File: config.mk
export PLATFORM = sky130hd
export DESIGN_NAME = resource_admission_scheduler
export DESIGN_NICKNAME = d
export VERILOG_FILES = /design/src/rtl/ras_pkg.sv /design/src/rtl/ras_queue_mem.sv /design/src/rtl/ras_slot_store.sv /design/src/rtl/resource_admission_scheduler.sv
export SDC_FILE = /design/constraint.sdc
export NUM_CORES = 2
export LEC_CHECK = 0
export BUFFER_PORTS_ARGS = -buffer_cell sky130_fd_sc_hd__buf_4
export CAP_MARGIN = 10
export CORE_MARGIN = 2
export CORE_UTILIZATION = 55
export CTS_BUF_LIST = sky130_fd_sc_hd__clkbuf_8
export CTS_CLUSTER_DIAMETER = 100
export DETAILED_ROUTE_END_ITERATION = 16
export HOLD_SLACK_MARGIN = 0.12
export PLACE_DENSITY = 0.73
export SETUP_SLACK_MARGIN = 0.2
export SYNTH_ARGS = -nofsm -noshare
export SYNTH_HDL_FRONTEND = slang
export SYNTH_SLANG_ARGS = --single-unit
File: constraint.sdc
create_clock -name clk -period 7.2 [get_ports clk]
set_clock_uncertainty 0.2 [all_clocks]
set_input_delay 1.08 -clock clk [delete_from_list [all_inputs] [get_ports clk]]
set_output_delay 1.08 -clock clk [all_outputs]
set_load 0.03 [all_outputs]
File: src/rtl/ras_pkg.sv
package ras_pkg;

  localparam int KINDS = 7;
  localparam int SLOTS = 16;
  localparam int PEND_DEPTH = 16;
  localparam int MAX_COMMANDS = 30;
  localparam int SLOT_W = 4;
  localparam int CNT_W = 5;

  localparam logic [2:0] ST_STARTED  = 3'd0;
  localparam logic [2:0] ST_PENDING  = 3'd1;
  localparam logic [2:0] ST_REJECTED = 3'd2;
  localparam logic [2:0] ST_RELEASED = 3'd3;
  localparam logic [2:0] ST_BAD_SLOT = 3'd4;

  localparam logic OP_SUBMIT = 1'b0;

  typedef logic [KINDS-1:0][4:0] demand_t;
  typedef logic [KINDS-1:0][7:0] level_t;

  typedef struct packed {
    demand_t    demand;
    logic [5:0] client;
  } slot_rec_t;

  typedef struct packed {
    demand_t    demand;
    logic [5:0] client;
    logic [2:0] prio;
  } pend_rec_t;

  typedef struct packed {
    logic              claim;
    logic [SLOT_W-1:0] claim_idx;
    slot_rec_t         claim_rec;
    logic              release_en;
    logic [SLOT_W-1:0] rel_idx;
    logic              rd_en;
    logic [SLOT_W-1:0] rd_idx;
  } slot_ctl_t;

  function automatic logic fits(level_t in_use, level_t limit, demand_t demand);
    logic ok;
    ok = 1'b1;
    for (int k = 0; k < KINDS; k++) begin
      if ({1'b0, in_use[k]} + {4'd0, demand[k]} > {1'b0, limit[k]}) ok = 1'b0;
    end
    return ok;
  endfunction

endpackage

File: src/rtl/ras_queue_mem.sv
module ras_queue_mem (
  input  logic                     clk,
  input  logic                     we,
  input  logic [3:0]               waddr,
  input  ras_pkg::pend_rec_t       wdata,
  input  logic                     re,
  input  logic [3:0]               raddr,
  output ras_pkg::pend_rec_t       rdata
);

  ras_pkg::pend_rec_t mem [ras_pkg::PEND_DEPTH];
  ras_pkg::pend_rec_t rdata_r;

  always_ff @(posedge clk) begin
    if (we) mem[waddr] <= wdata;
    if (re) rdata_r <= mem[raddr];
  end

  assign rdata = rdata_r;

endmodule

File: src/rtl/ras_slot_store.sv
module ras_slot_store (
  input  logic                              clk,
  input  logic                              rst_n,
  input  ras_pkg::slot_ctl_t                ctl,
  output ras_pkg::slot_rec_t                rdata,
  output logic [ras_pkg::SLOTS-1:0]         busy,
  output logic                              free_found,
  output logic [ras_pkg::SLOT_W-1:0]        free_idx
);

  ras_pkg::slot_rec_t mem [ras_pkg::SLOTS];
  ras_pkg::slot_rec_t rdata_r;
  logic [ras_pkg::SLOTS-1:0] busy_r, busy_nxt;

  always_ff @(posedge clk) begin
    if (ctl.claim) mem[ctl.claim_idx] <= ctl.claim_rec;
    if (ctl.rd_en) rdata_r <= mem[ctl.rd_idx];
  end

  always_comb begin
    busy_nxt = busy_r;
    if (ctl.release_en) busy_nxt[ctl.rel_idx] = 1'b0;
    if (ctl.claim) busy_nxt[ctl.claim_idx] = 1'b1;
  end

  always_ff @(posedge clk) begin
    if (!rst_n) begin
      busy_r <= '0;
    end else begin
      busy_r <= busy_nxt;
    end
  end

  // lowest free slot
  always_comb begin
    free_found = 1'b0;
    free_idx = '0;
    for (int s = ras_pkg::SLOTS - 1; s >= 0; s--) begin
      if (!busy_r[s]) begin
        free_found = 1'b1;
        free_idx = ras_pkg::SLOT_W'(s);
      end
    end
  end

  assign rdata = rdata_r;
  assign busy = busy_r;

endmodule

File: src/rtl/resource_admission_scheduler.sv
// a submit that starts or is rejected at once, or a finish of a free slot, yields a single result;
// a queued submit first scans the queue for its place, then moves the entries behind it up one.
// a finish of a busy slot releases it, then visits each queue entry, starts each one that fits
// the limits and a free slot, and closes the gap it leaves; output stalls can hold these steps.
// one request at a time: in_stall is high until the last result has been loaded for output.
// rst_n is synchronous: clears limits, in-use counts, busy slots, queue count and handshake.
module resource_admission_scheduler (
  input  logic       clk,
  input  logic       rst_n,
  input  logic       cfg_we,
  input  logic [2:0] cfg_index,
  input  logic [7:0] cfg_wdata,
  input  logic       in_valid,
  output logic       in_stall,
  input  logic       in_opcode,
  input  logic [5:0] in_client_id,
  input  logic [2:0] in_priority_req,
  input  logic [3:0] in_finish_slot,
  input  logic [4:0] in_count_nop,
  input  logic [4:0] in_count_bcompress,
  input  logic [4:0] in_count_bdecompress,
  input  logic [4:0] in_count_gcompress,
  input  logic [4:0] in_count_gdecompress,
  input  logic [4:0] in_count_encrypt,
  input  logic [4:0] in_count_decrypt,
  output logic       out_valid,
  input  logic       out_stall,
  output logic [2:0] out_status,
  output logic [5:0] out_result_client,
  output logic [3:0] out_result_slot,
  output logic       out_last
);

  localparam logic [3:0] S_IDLE   = 4'd0;
  localparam logic [3:0] S_SUB    = 4'd1;
  localparam logic [3:0] S_FIND   = 4'd2;
  localparam logic [3:0] S_FINDW  = 4'd3;
  localparam logic [3:0] S_SHUP   = 4'd4;
  localparam logic [3:0] S_SHUPW  = 4'd5;
  localparam logic [3:0] S_FIN    = 4'd6;
  localparam logic [3:0] S_FINW   = 4'd7;
  localparam logic [3:0] S_WALK   = 4'd8;
  localparam logic [3:0] S_WALKW  = 4'd9;
  localparam logic [3:0] S_SHDN   = 4'd10;
  localparam logic [3:0] S_SHDNW  = 4'd11;
  localparam logic [3:0] S_DONE   = 4'd12;

  localparam int CW = ras_pkg::CNT_W;

  typedef struct packed {
    logic [2:0] status;
    logic [5:0] client;
    logic [3:0] slot;
  } res_t;

  logic [3:0] state_r, state_nxt;
  logic [5:0] client_r;
  logic [2:0] prio_r;
  logic [3:0] fs_r;
  ras_pkg::demand_t dem_r;
  ras_pkg::level_t  in_use_r, in_use_nxt, limit_r;
  logic [CW-1:0] cnt_r, cnt_nxt, z_r, z_nxt, j_r, j_nxt, pos_r, pos_nxt;
  res_t hold_r, hold_nxt;
  logic hold_v_r, hold_v_nxt;
  logic out_valid_r, out_valid_nxt, out_last_r, out_last_nxt;
  res_t out_res_r, out_res_nxt;

  logic out_free, can_emit, emit;
  res_t emit_res;

  logic q_we, q_re;
  logic [3:0] q_waddr, q_raddr;
  ras_pkg::pend_rec_t q_wdata, q_rdata;

  ras_pkg::slot_ctl_t slot_ctl;
  ras_pkg::slot_rec_t s_rdata;
  logic [ras_pkg::SLOTS-1:0] busy;
  logic free_found;
  logic [3:0] free_idx;
  logic [7:0] total;

  ras_queue_mem u_queue (
    .clk   (clk),
    .we    (q_we),
    .waddr (q_waddr),
    .wdata (q_wdata),
    .re    (q_re),
    .raddr (q_raddr),
    .rdata (q_rdata)
  );

  ras_slot_store u_slots (
    .clk        (clk),
    .rst_n      (rst_n),
    .ctl        (slot_ctl),
    .rdata      (s_rdata),
    .busy       (busy),
    .free_found (free_found),
    .free_idx   (free_idx)
  );

  assign in_stall = (state_r != S_IDLE);
  assign out_free = !out_valid_r || !out_stall;
  assign can_emit = !hold_v_r || out_free;

  always_comb begin
    total = '0;
    for (int k = 0; k < ras_pkg::KINDS; k++) total = total + {3'd0, dem_r[k]};
  end

  always_comb begin
    state_nxt = state_r;
    in_use_nxt = in_use_r;
    cnt_nxt = cnt_r;
    z_nxt = z_r;
    j_nxt = j_r;
    pos_nxt = pos_r;
    emit = 1'b0;
    emit_res = '0;
    q_we = 1'b0;
    q_re = 1'b0;
    q_waddr = z_r[3:0];
    q_raddr = z_r[3:0];
    q_wdata = q_rdata;
    slot_ctl = '0;
    slot_ctl.claim_idx = free_idx;
    slot_ctl.rel_idx = fs_r;
    slot_ctl.rd_idx = fs_r;

    case (state_r)
      S_IDLE: begin
        if (in_valid) state_nxt = (in_opcode == ras_pkg::OP_SUBMIT) ? S_SUB : S_FIN;
      end
      S_SUB: begin
        if (can_emit) begin
          if (total > 8'(ras_pkg::MAX_COMMANDS)) begin
            emit = 1'b1;
            emit_res = '{ras_pkg::ST_REJECTED, client_r, 4'd0};
            state_nxt = S_DONE;
          end else if (ras_pkg::fits(in_use_r, limit_r, dem_r) && free_found) begin
            emit = 1'b1;
            emit_res = '{ras_pkg::ST_STARTED, client_r, free_idx};
            slot_ctl.claim = 1'b1;
            slot_ctl.claim_rec = '{dem_r, client_r};
            for (int k = 0; k < ras_pkg::KINDS; k++) in_use_nxt[k] = in_use_r[k] + {3'd0, dem_r[k]};
            state_nxt = S_DONE;
          end else if (cnt_r >= CW'(ras_pkg::PEND_DEPTH)) begin
            emit = 1'b1;
            emit_res = '{ras_pkg::ST_REJECTED, client_r, 4'd0};
            state_nxt = S_DONE;
          end else begin
            z_nxt = '0;
            state_nxt = S_FIND;
          end
        end
      end
      // find first entry of lower priority
      S_FIND: begin
        if (z_r == cnt_r) begin
          pos_nxt = cnt_r;
          state_nxt = S_SHUP;
        end else begin
          q_re = 1'b1;
          state_nxt = S_FINDW;
        end
      end
      S_FINDW: begin
        if (q_rdata.prio < prio_r) begin
          pos_nxt = z_r;
          z_nxt = cnt_r;
          state_nxt = S_SHUP;
        end else begin
          z_nxt = z_r + 1'b1;
          state_nxt = S_FIND;
        end
      end
      S_SHUP: begin
        if (z_r == pos_r) begin
          if (can_emit) begin
            q_we = 1'b1;
            q_wdata = '{dem_r, client_r, prio_r};
            cnt_nxt = cnt_r + 1'b1;
            emit = 1'b1;
            emit_res = '{ras_pkg::ST_PENDING, client_r, 4'd0};
            state_nxt = S_DONE;
          end
        end else begin
          q_re = 1'b1;
          q_raddr = 4'(z_r - 1'b1);
          state_nxt = S_SHUPW;
        end
      end
      S_SHUPW: begin
        q_we = 1'b1;
        z_nxt = z_r - 1'b1;
        state_nxt = S_SHUP;
      end
      S_FIN: begin
        if (!busy[fs_r]) begin
          if (can_emit) begin
            emit = 1'b1;
            emit_res = '{ras_pkg::ST_BAD_SLOT, 6'd0, fs_r};
            state_nxt = S_DONE;
          end
        end else begin
          slot_ctl.rd_en = 1'b1;
          state_nxt = S_FINW;
        end
      end
      S_FINW: begin
        if (can_emit) begin
          emit = 1'b1;
          emit_res = '{ras_pkg::ST_RELEASED, s_rdata.client, fs_r};
          slot_ctl.release_en = 1'b1;
          for (int k = 0; k < ras_pkg::KINDS; k++) begin
            in_use_nxt[k] = (in_use_r[k] >= {3'd0, s_rdata.demand[k]}) ?
                            in_use_r[k] - {3'd0, s_rdata.demand[k]} : 8'd0;
          end
          j_nxt = '0;
          state_nxt = S_WALK;
        end
      end
      S_WALK: begin
        if (j_r >= cnt_r) begin
          state_nxt = S_DONE;
        end else begin
          q_re = 1'b1;
          q_raddr = j_r[3:0];
          state_nxt = S_WALKW;
        end
      end
      S_WALKW: begin
        if (ras_pkg::fits(in_use_r, limit_r, q_rdata.demand) && free_found) begin
          if (can_emit) begin
            emit = 1'b1;
            emit_res = '{ras_pkg::ST_STARTED, q_rdata.client, free_idx};
            slot_ctl.claim = 1'b1;
            slot_ctl.claim_rec = '{q_rdata.demand, q_rdata.client};
            for (int k = 0; k < ras_pkg::KINDS; k++) begin
              in_use_nxt[k] = in_use_r[k] + {3'd0, q_rdata.demand[k]};
            end
            z_nxt = j_r;
            state_nxt = S_SHDN;
          end
        end else begin
          j_nxt = j_r + 1'b1;
          state_nxt = S_WALK;
        end
      end
      // close the gap left by a started entry
      S_SHDN: begin
        if (z_r + 1'b1 >= cnt_r) begin
          cnt_nxt = cnt_r - 1'b1;
          state_nxt = S_WALK;
        end else begin
          q_re = 1'b1;
          q_raddr = 4'(z_r + 1'b1);
          state_nxt = S_SHDNW;
        end
      end
      S_SHDNW: begin
        q_we = 1'b1;
        z_nxt = z_r + 1'b1;
        state_nxt = S_SHDN;
      end
      S_DONE: begin
        if (out_free) state_nxt = S_IDLE;
      end
      default: state_nxt = S_IDLE;
    endcase
  end

  // one result is held back so the final one can be marked last
  always_comb begin
    out_valid_nxt = out_valid_r && out_stall;
    out_res_nxt = out_res_r;
    out_last_nxt = out_last_r;
    hold_nxt = hold_r;
    hold_v_nxt = hold_v_r;
    if (emit) begin
      if (hold_v_r) begin
        out_valid_nxt = 1'b1;
        out_res_nxt = hold_r;
        out_last_nxt = 1'b0;
      end
      hold_nxt = emit_res;
      hold_v_nxt = 1'b1;
    end else if (state_r == S_DONE && out_free) begin
      out_valid_nxt = 1'b1;
      out_res_nxt = hold_r;
      out_last_nxt = 1'b1;
      hold_v_nxt = 1'b0;
    end
  end

  always_ff @(posedge clk) begin
    if (!rst_n) begin
      state_r <= S_IDLE;
      in_use_r <= '0;
      limit_r <= '0;
      cnt_r <= '0;
      hold_v_r <= 1'b0;
      out_valid_r <= 1'b0;
    end else begin
      state_r <= state_nxt;
      in_use_r <= in_use_nxt;
      cnt_r <= cnt_nxt;
      hold_v_r <= hold_v_nxt;
      out_valid_r <= out_valid_nxt;
      if (cfg_we && cfg_index < 3'(ras_pkg::KINDS)) limit_r[cfg_index] <= cfg_wdata;
    end
  end

  always_ff @(posedge clk) begin
    z_r <= z_nxt;
    j_r <= j_nxt;
    pos_r <= pos_nxt;
    hold_r <= hold_nxt;
    out_res_r <= out_res_nxt;
    out_last_r <= out_last_nxt;
    if (state_r == S_IDLE && in_valid) begin
      client_r <= in_client_id;
      prio_r <= in_priority_req;
      fs_r <= in_finish_slot;
      dem_r <= {in_count_decrypt, in_count_encrypt, in_count_gdecompress,
                in_count_gcompress, in_count_bdecompress, in_count_bcompress,
                in_count_nop};
    end
  end

  assign out_valid = out_valid_r;
  assign out_status = out_res_r.status;
  assign out_result_client = out_res_r.client;
  assign out_result_slot = out_res_r.slot;
  assign out_last = out_last_r;

endmodule

; ---- After elaboration in Yosys (flattened, before gate mapping)
; Memory sizes are Yosys's and may differ from the RTL's. A register that Yosys moved wholly into a read port is not among the register bits.
; Index checks and enable logic that the tools add are counted.
; W data, S select, Z words.
[word_totals]
ram_bits = 1360
regBits = 229
input_bits = 65
n_memories = 2
elab_cells = 358
out_inout_bits = 16
[mem_list]
columns = memory, depth, word_bits, read_ports, rd_ports_with_merged_regs, write_ports, line
row1 = u_queue.mem, 16, 44, 1, 1, 1, ras_queue_mem.sv:11  ; ras_pkg::pend_rec_t mem [ras_pkg::PEND_DEPTH];
row2 = u_slots.mem, 16, 41, 1, 1, 1, ras_slot_store.sv:11  ; ras_pkg::slot_rec_t mem [ras_pkg::SLOTS];
[classes]
reduce_logical = 30
n_lt_le_gt_ge = 33
muxes = 173
n_eq_ne = 32
n_addsub = 46
n_bitwise = 3
[op_table]
columns = operator, count
row1 = $mux W56, 6
row2 = $mux W41, 5
row3 = $pmux W56 S3, 1
row4 = $add A8 B5 Y8, 17
row5 = $mux W44, 3
row6 = $add A8 B5 Y9, 14
row7 = $gt A9 B8 Y1, 14
row8 = $mux W4, 31
row9 = $pmux W41 S2, 1
row10 = $mux W5, 14
row11 = $mux W1, 67
row12 = $mux W13, 5
row13 = $pmux W13 S5, 1
row14 = $mux W8, 8
row15 = $mux W12, 5
row16 = $bwmux W56, 1
row17 = $ge A8 B5 Y1, 7
row18 = $sub A8 B5 Y8, 7
row19 = $pmux W4 S13, 1
row20 = $ne A2 B2 Y1 const B, 17
row21 = $mux W16, 2
row22 = $pmux W5 S2, 3
row23 = $pmux W5 S5, 1
row24 = $demux W8 S3, 1
row25 = 47 further kinds, 85

; ---- Logic depth before layout (Yosys ltp)
[depth]
depth_word = 23
depth_mapped = 21
ltp_nobuf = 19

; ---- Cells and area by module
; From an unflattened synthesis, not the netlist that was laid out.
[hier_totals]
hier_cells = 4650
hier_area_um2 = 74397.6
[modules_own_cells]
columns = module, cells_each, seq_area_each_um2, area_per_inst_um2, n_inst
row1 = ras_queue_mem, 1142, 22461.5, 27706.6, 1
row2 = ras_slot_store, 1161, 21250.4, 26571.7, 1
row3 = resource_admission_scheduler, 2347, 5165.0, 20119.3, 1

; ---- Least setup slack after synthesis
; OpenSTA, ideal clock, no wires.
[synth_path]
path_kind = register to register
from = register dem_r[21] (netlist name)
to = memory u_slots.mem[14][0] (netlist name), enable pin
setup_slack_ns = 0.968
setup_ns = 0.395
path_stages_with_launch = 20
synth_period_minus_slack_ns = 6.232
arrival_ns = 5.636
path_buffers = 2
t_required_ns = 6.605
cell_sequence = edfxtp_1 fa_1 inv_1 fa_1 fa_1 inv_1 ha_1 ha_1 fa_1 xor2_1 o211ai_1 a2111oi_0 a2111oi_0 a21oi_1 and4b_1 clkbuf_1 o21a_1 clkbuf_1 nand3_1 inv_1
[synth_between]
elab_chain_cells = 15
elab_cells_between_ends = 19
classes_between = add/sub (4) / order compare (2) / mux (12) / reduce/logical (1)
[synth_lines]
columns = item, line
row1 = from (decl), resource_admission_scheduler.sv:60  ; ras_pkg::demand_t dem_r;
row2 = from (signal assigned), resource_admission_scheduler.sv:325  ; dem_r <= {in_count_decrypt, in_count_encrypt, in_count_gdecompress,
row3 = branches (longest 10 deep; another with $add A8 B5 Y8), n/a
row4 = $mux W1 *, resource_admission_scheduler.sv:136  ; if (total > 8'(ras_pkg::MAX_COMMANDS)) begin
row5 = $mux W1 *, resource_admission_scheduler.sv:135  ; if (can_emit) begin
row6 = $pmux W1 S2 *, resource_admission_scheduler.sv:130  ; case (state_r)
row7 = $mux W1 *, ras_slot_store.sv:16  ; if (ctl.claim) mem[ctl.claim_idx] <= ctl.claim_rec;
row8 = $mux W1 (implied by the code) *, ras_slot_store.sv:16
row9 = to (decl), ras_slot_store.sv:11
; Every way passes the cells marked *. The select of a mux whose other input is x is not followed.

; ---- Final worst setup path
[layout_path]
from = register dem_r[21] (netlist name)
to = memory u_slots.mem[15][39] (netlist name), enable pin
; The elaborated chain is that of the path after synthesis.

==> key figures <==
Global route
  • Initial antenna violation count: 5
  • GRT Util Overall: 0.294
  • Number of global-route vias before repair: about 47,000
  • Largest net degree at the start of global routing: 113
  • First-pass GRT wire length: 302,000 um
  • GRT Residual Overflow: 0

Synth
  • Yosys Warn Count: 0
  • Synth top cells by count: edfxtp_1, nand2_1, a21oi_1, ha_1, inv_1
  • Synth area leader: edfxtp_1
  • Top cells by area, synth: edfxtp_1, mux4_2, ha_1
  • Cell with the most instances after synthesis: edfxtp_1
  • Share of the synthesized area in the top cell type: 0.612
  • Number of flops mapped to enable cells by yosys: 1,535
  • Mapped Nets: 5,660
  • Cells after Synth: 5,260
  • Dominant synthesized flop cell: edfxtp_1
  • Post-synth cell types: slightly below 90
  • Ys async rst share: 0
  • Synth Register Bits: ~1,700
  • Syn avg cell area: 14.3 sq um
  • Mapped Area: about 0.075 sq mm
  • Post-synthesis sequential area ratio: 0.649

Run status
  • Status: complete, no violations

Worst setup path
  • Worst path top cell family by delay: adder cells
  • Worst setup SP type: flop
  • Buf/Inv on CP: 4
  • CP Class: flop to flop
  • Max incr delay on CP: 0.68 ns
  • Cell chain of the critical path: fa_1, inv_1, fa_1, fa_1, inv_1, ha_1, ha_1, fa_1, xor2_1, o211ai_1, a2111oi_0, a2111oi_0, a21oi_1, and4b_2, o21a_1, nand3_1, inv_2, buf_12
  • CP endpoint kind: flop
  • CP max FO: 41
  • Crit path max-delay cell type: a21oi_1
  • Worst Path Required: ~7.7 ns
  • CP most frequent cell: fa_1
  • Data arrival, critical path: between 7 and 8 ns

Route
  • DRC errors left: 0
  • Total number of vias: about 48,000
  • Drt first pass iters: 8
  • Avg Vias per Cell: between 6 and 7
  • Antenna Nets Post-Route: 0
  • Final wirelength: 207,000 um
  • Initial drt markers: slightly below 6,000
  • Detailed-route wire length per cell: roughly 27 um

Floorplan
  • Starting Density: 0.555
  • Core area: 0.136 sq mm
  • Die height: 374 um
  • Die area: 0.140 sq mm
  • Row count: 135
  • Die X: 374 um
  • Ports: 81

Timing
  • Final hold violations: 0
  • Fin crit share: 0.908
  • Least-Margin Pin Slew: between 1 and 1.5 ns
  • Setup TNS Final: 0 ns
  • Max Freq: 153 MHz
  • Max-slew violation count: 0
  • Finish-stage setup viols: 0
  • Min Clock Period, post-route: 6.54 ns
  • RSZ-0062 raised after global routing: no
  • Slew headroom: 0.165

Placement
  • Number of I/O port buffers: 80
  • Routability cong.: 0.974
  • DP Area: 0.0789 sq mm
  • Hpwl dp: 129,000 um
  • Placed instance count: between 7,000 and 8,000

Job
  • Max cap viols: 0

Clocking
  • TritonCTS buffer count: between 200 and 300
  • Longest Clk Path Bufs: 4
  • Worst-Skew Late Latency: 1.03 ns
  • Clock root buffer: clkbuf_8
  • Clk slew on worst S/H paths: 0.06 ns
  • Num Clock Sinks: 1,674
  • CTS H-Tree Depth: 5
  • CTS tree: yes

Cells and area
  • Fin area: 0.0845 sq mm
  • Final net count: 5,970
  • Non-filler cells, final: 7,546
  • Share of cells above drive strength 1: 0.158
  • Area Overhead vs Synth: 12.2%

Pwr
  • Leakage power: between 20 and 30 nW
  • Switch share: 0.382
  • Comb pwr share: 0.391
  • Sequential power share: 0.376
  • PD cells: roughly 400 mW/mm^2
  • Clk network pwr share: 0.233
  • Maximum vdd ir drop: about 0.38 mV
  • P_sw: about 13 mW
  • P_int: about 21 mW

Worst hold path
  • Hold WC Path Type: primary input to flop
path summary, 6_finish.rpt:
path,start,end,slack (ns),depth (start not counted)
max reg2reg,dem_r[21]$_DFFE_PP_,u_slots.mem[15][39]$_DFFE_PP_,0.66,18
min,out_stall,out_valid$_SDFF_PN0_,0.22,3
max,dem_r[21]$_DFFE_PP_,u_slots.mem[15][39]$_DFFE_PP_,0.66,18
min reg2reg,hold_r[6]$_SDFFCE_PN0P_,out_result_client[2]$_DFFE_PP_,0.23,0
state kept, by name (all words and copies together) (netlist names), 4 cells and up:
name / count
u_queue.mem: 704
dem_r: 35
u_slots.mem: 656
state_r: 4
out_result_client: 6
cnt_r: 5
u_slots.busy: 16
u_slots.rdata: 41
in_use_r: 56
client_r: 6
j_r: 5
z_r: 5
limit_r: 56
out_result_slot: 4
fs_r: 4
pos_r: 5
u_queue.rdata: 44
hold_r: 13
layer usage:
metal | up-vias | routed length (um) | global-route usage
met1 | 24000 | 81100 | 0.402
li1 | 20900 | - | -
met4 | 2 | 8600 | 0.122
met2 | 2792 | 95400 | 0.454
met3 | 425 | 21700 | 0.0695
met5 | - | 11 | 0
cells by family after synthesis:
| kind of cell | after synthesis | synth area share |
|---|---|---|
| adder cells (fa/ha/maj) | 335 | 0.0608 |
| flip-flops | 1674 | 0.649 |
| XOR/XNOR | 138 | 0.0161 |
| buffers and inverters | 524 | 0.0273 |
| AND/OR/NAND/NOR | 1107 | 0.0637 |
| multiplexers | 339 | 0.0806 |
| AO/OA/AOI/OAI | 1143 | 0.102 |
cells in the final DEF, fill, tap and decap left out, drive strengths merged, types with 24 or more instances in the layout:
master,synthesis,final
and3,24,24
o22ai,49,49
nand3,96,96
xnor2,92,92
nand4,24,24
a211oi,50,50
clkinv,1,73
nor3,29,29
mux4,210,210
edfxtp,1535,1535
a21oi,381,381
inv,262,353
a22oi,32,32
a31oi,24,24
fa,52,52
a22o,85,85
and2,26,26
dlygate4sd3,0,48
nor2b,31,31
ha,283,283
buf,91,232
dfxtp,139,139
nand2,677,677
mux2,41,41
xor2,46,46
mux2i,88,88
nor2,147,147
a21o,74,74
a211o,43,43
clkbuf,170,301
o21ai,130,130
o21a,24,24
a32oi,88,88
stage by stage:
step / hold WS (ns) / power, mW / setup WS [ns] / utilization
floorplan: 0.200 / 21.6 / 0.968 / -
global placement: 0.221 / 25.6 / 0.867 / 0.582
detailed placement: 0.212 / 25.9 / 0.834 / 0.582
CTS: 0.138 / 33.7 / 0.784 / 0.623
global route: 0.171 / 35.6 / 0.422 / 0.623
finish: 0.215 / 33.9 / 0.663 / 0.623
final cells by class:
type                    count  area (sq um)
diodes                      3          7.51
clock buffers             301          4140
clock inverters           182           968
fillers                  9724         51100
inverters                 263           990
multi-input cells        3062         24500
flip-flops and latches   1674         48900
well taps                1781          2230
repair buffers            280          2810
power groups by stage:
stage	Clock, mW	Combinational [mW]	Sequential, mW
5_1_grt	8.40	14.4	12.7
6_report	7.88	13.3	12.7
3_3_place_gp	0	12.7	12.9
4_1_cts	7.98	13.1	12.7
2_1_floorplan	0	9.20	12.4
3_5_place_dp	0	13.0	12.9
worst reg2reg max path, delay by kind of cell, from the launching register on:
| family | cells | cell delay (ns) |
|---|---|---|
| simple gates | 2 | 0.56 |
| compound gates | 5 | 1.62 |
| fa+ha+maj | 6 | 2.60 |
| buf+inv | 4 | 0.39 |
| xor+xnor | 1 | 0.23 |
| flops | 1 | 0.57 |
repair_timing:
action | CTS | global route
endpoints found under the hold margin | 48 | 0
resized for setup | 0 | 0
buffers inserted | 0 | 0
hold buffers | 48 | 0
setup endpoints to repair | 0 | 0
Power figures use the tool's default switching activity.
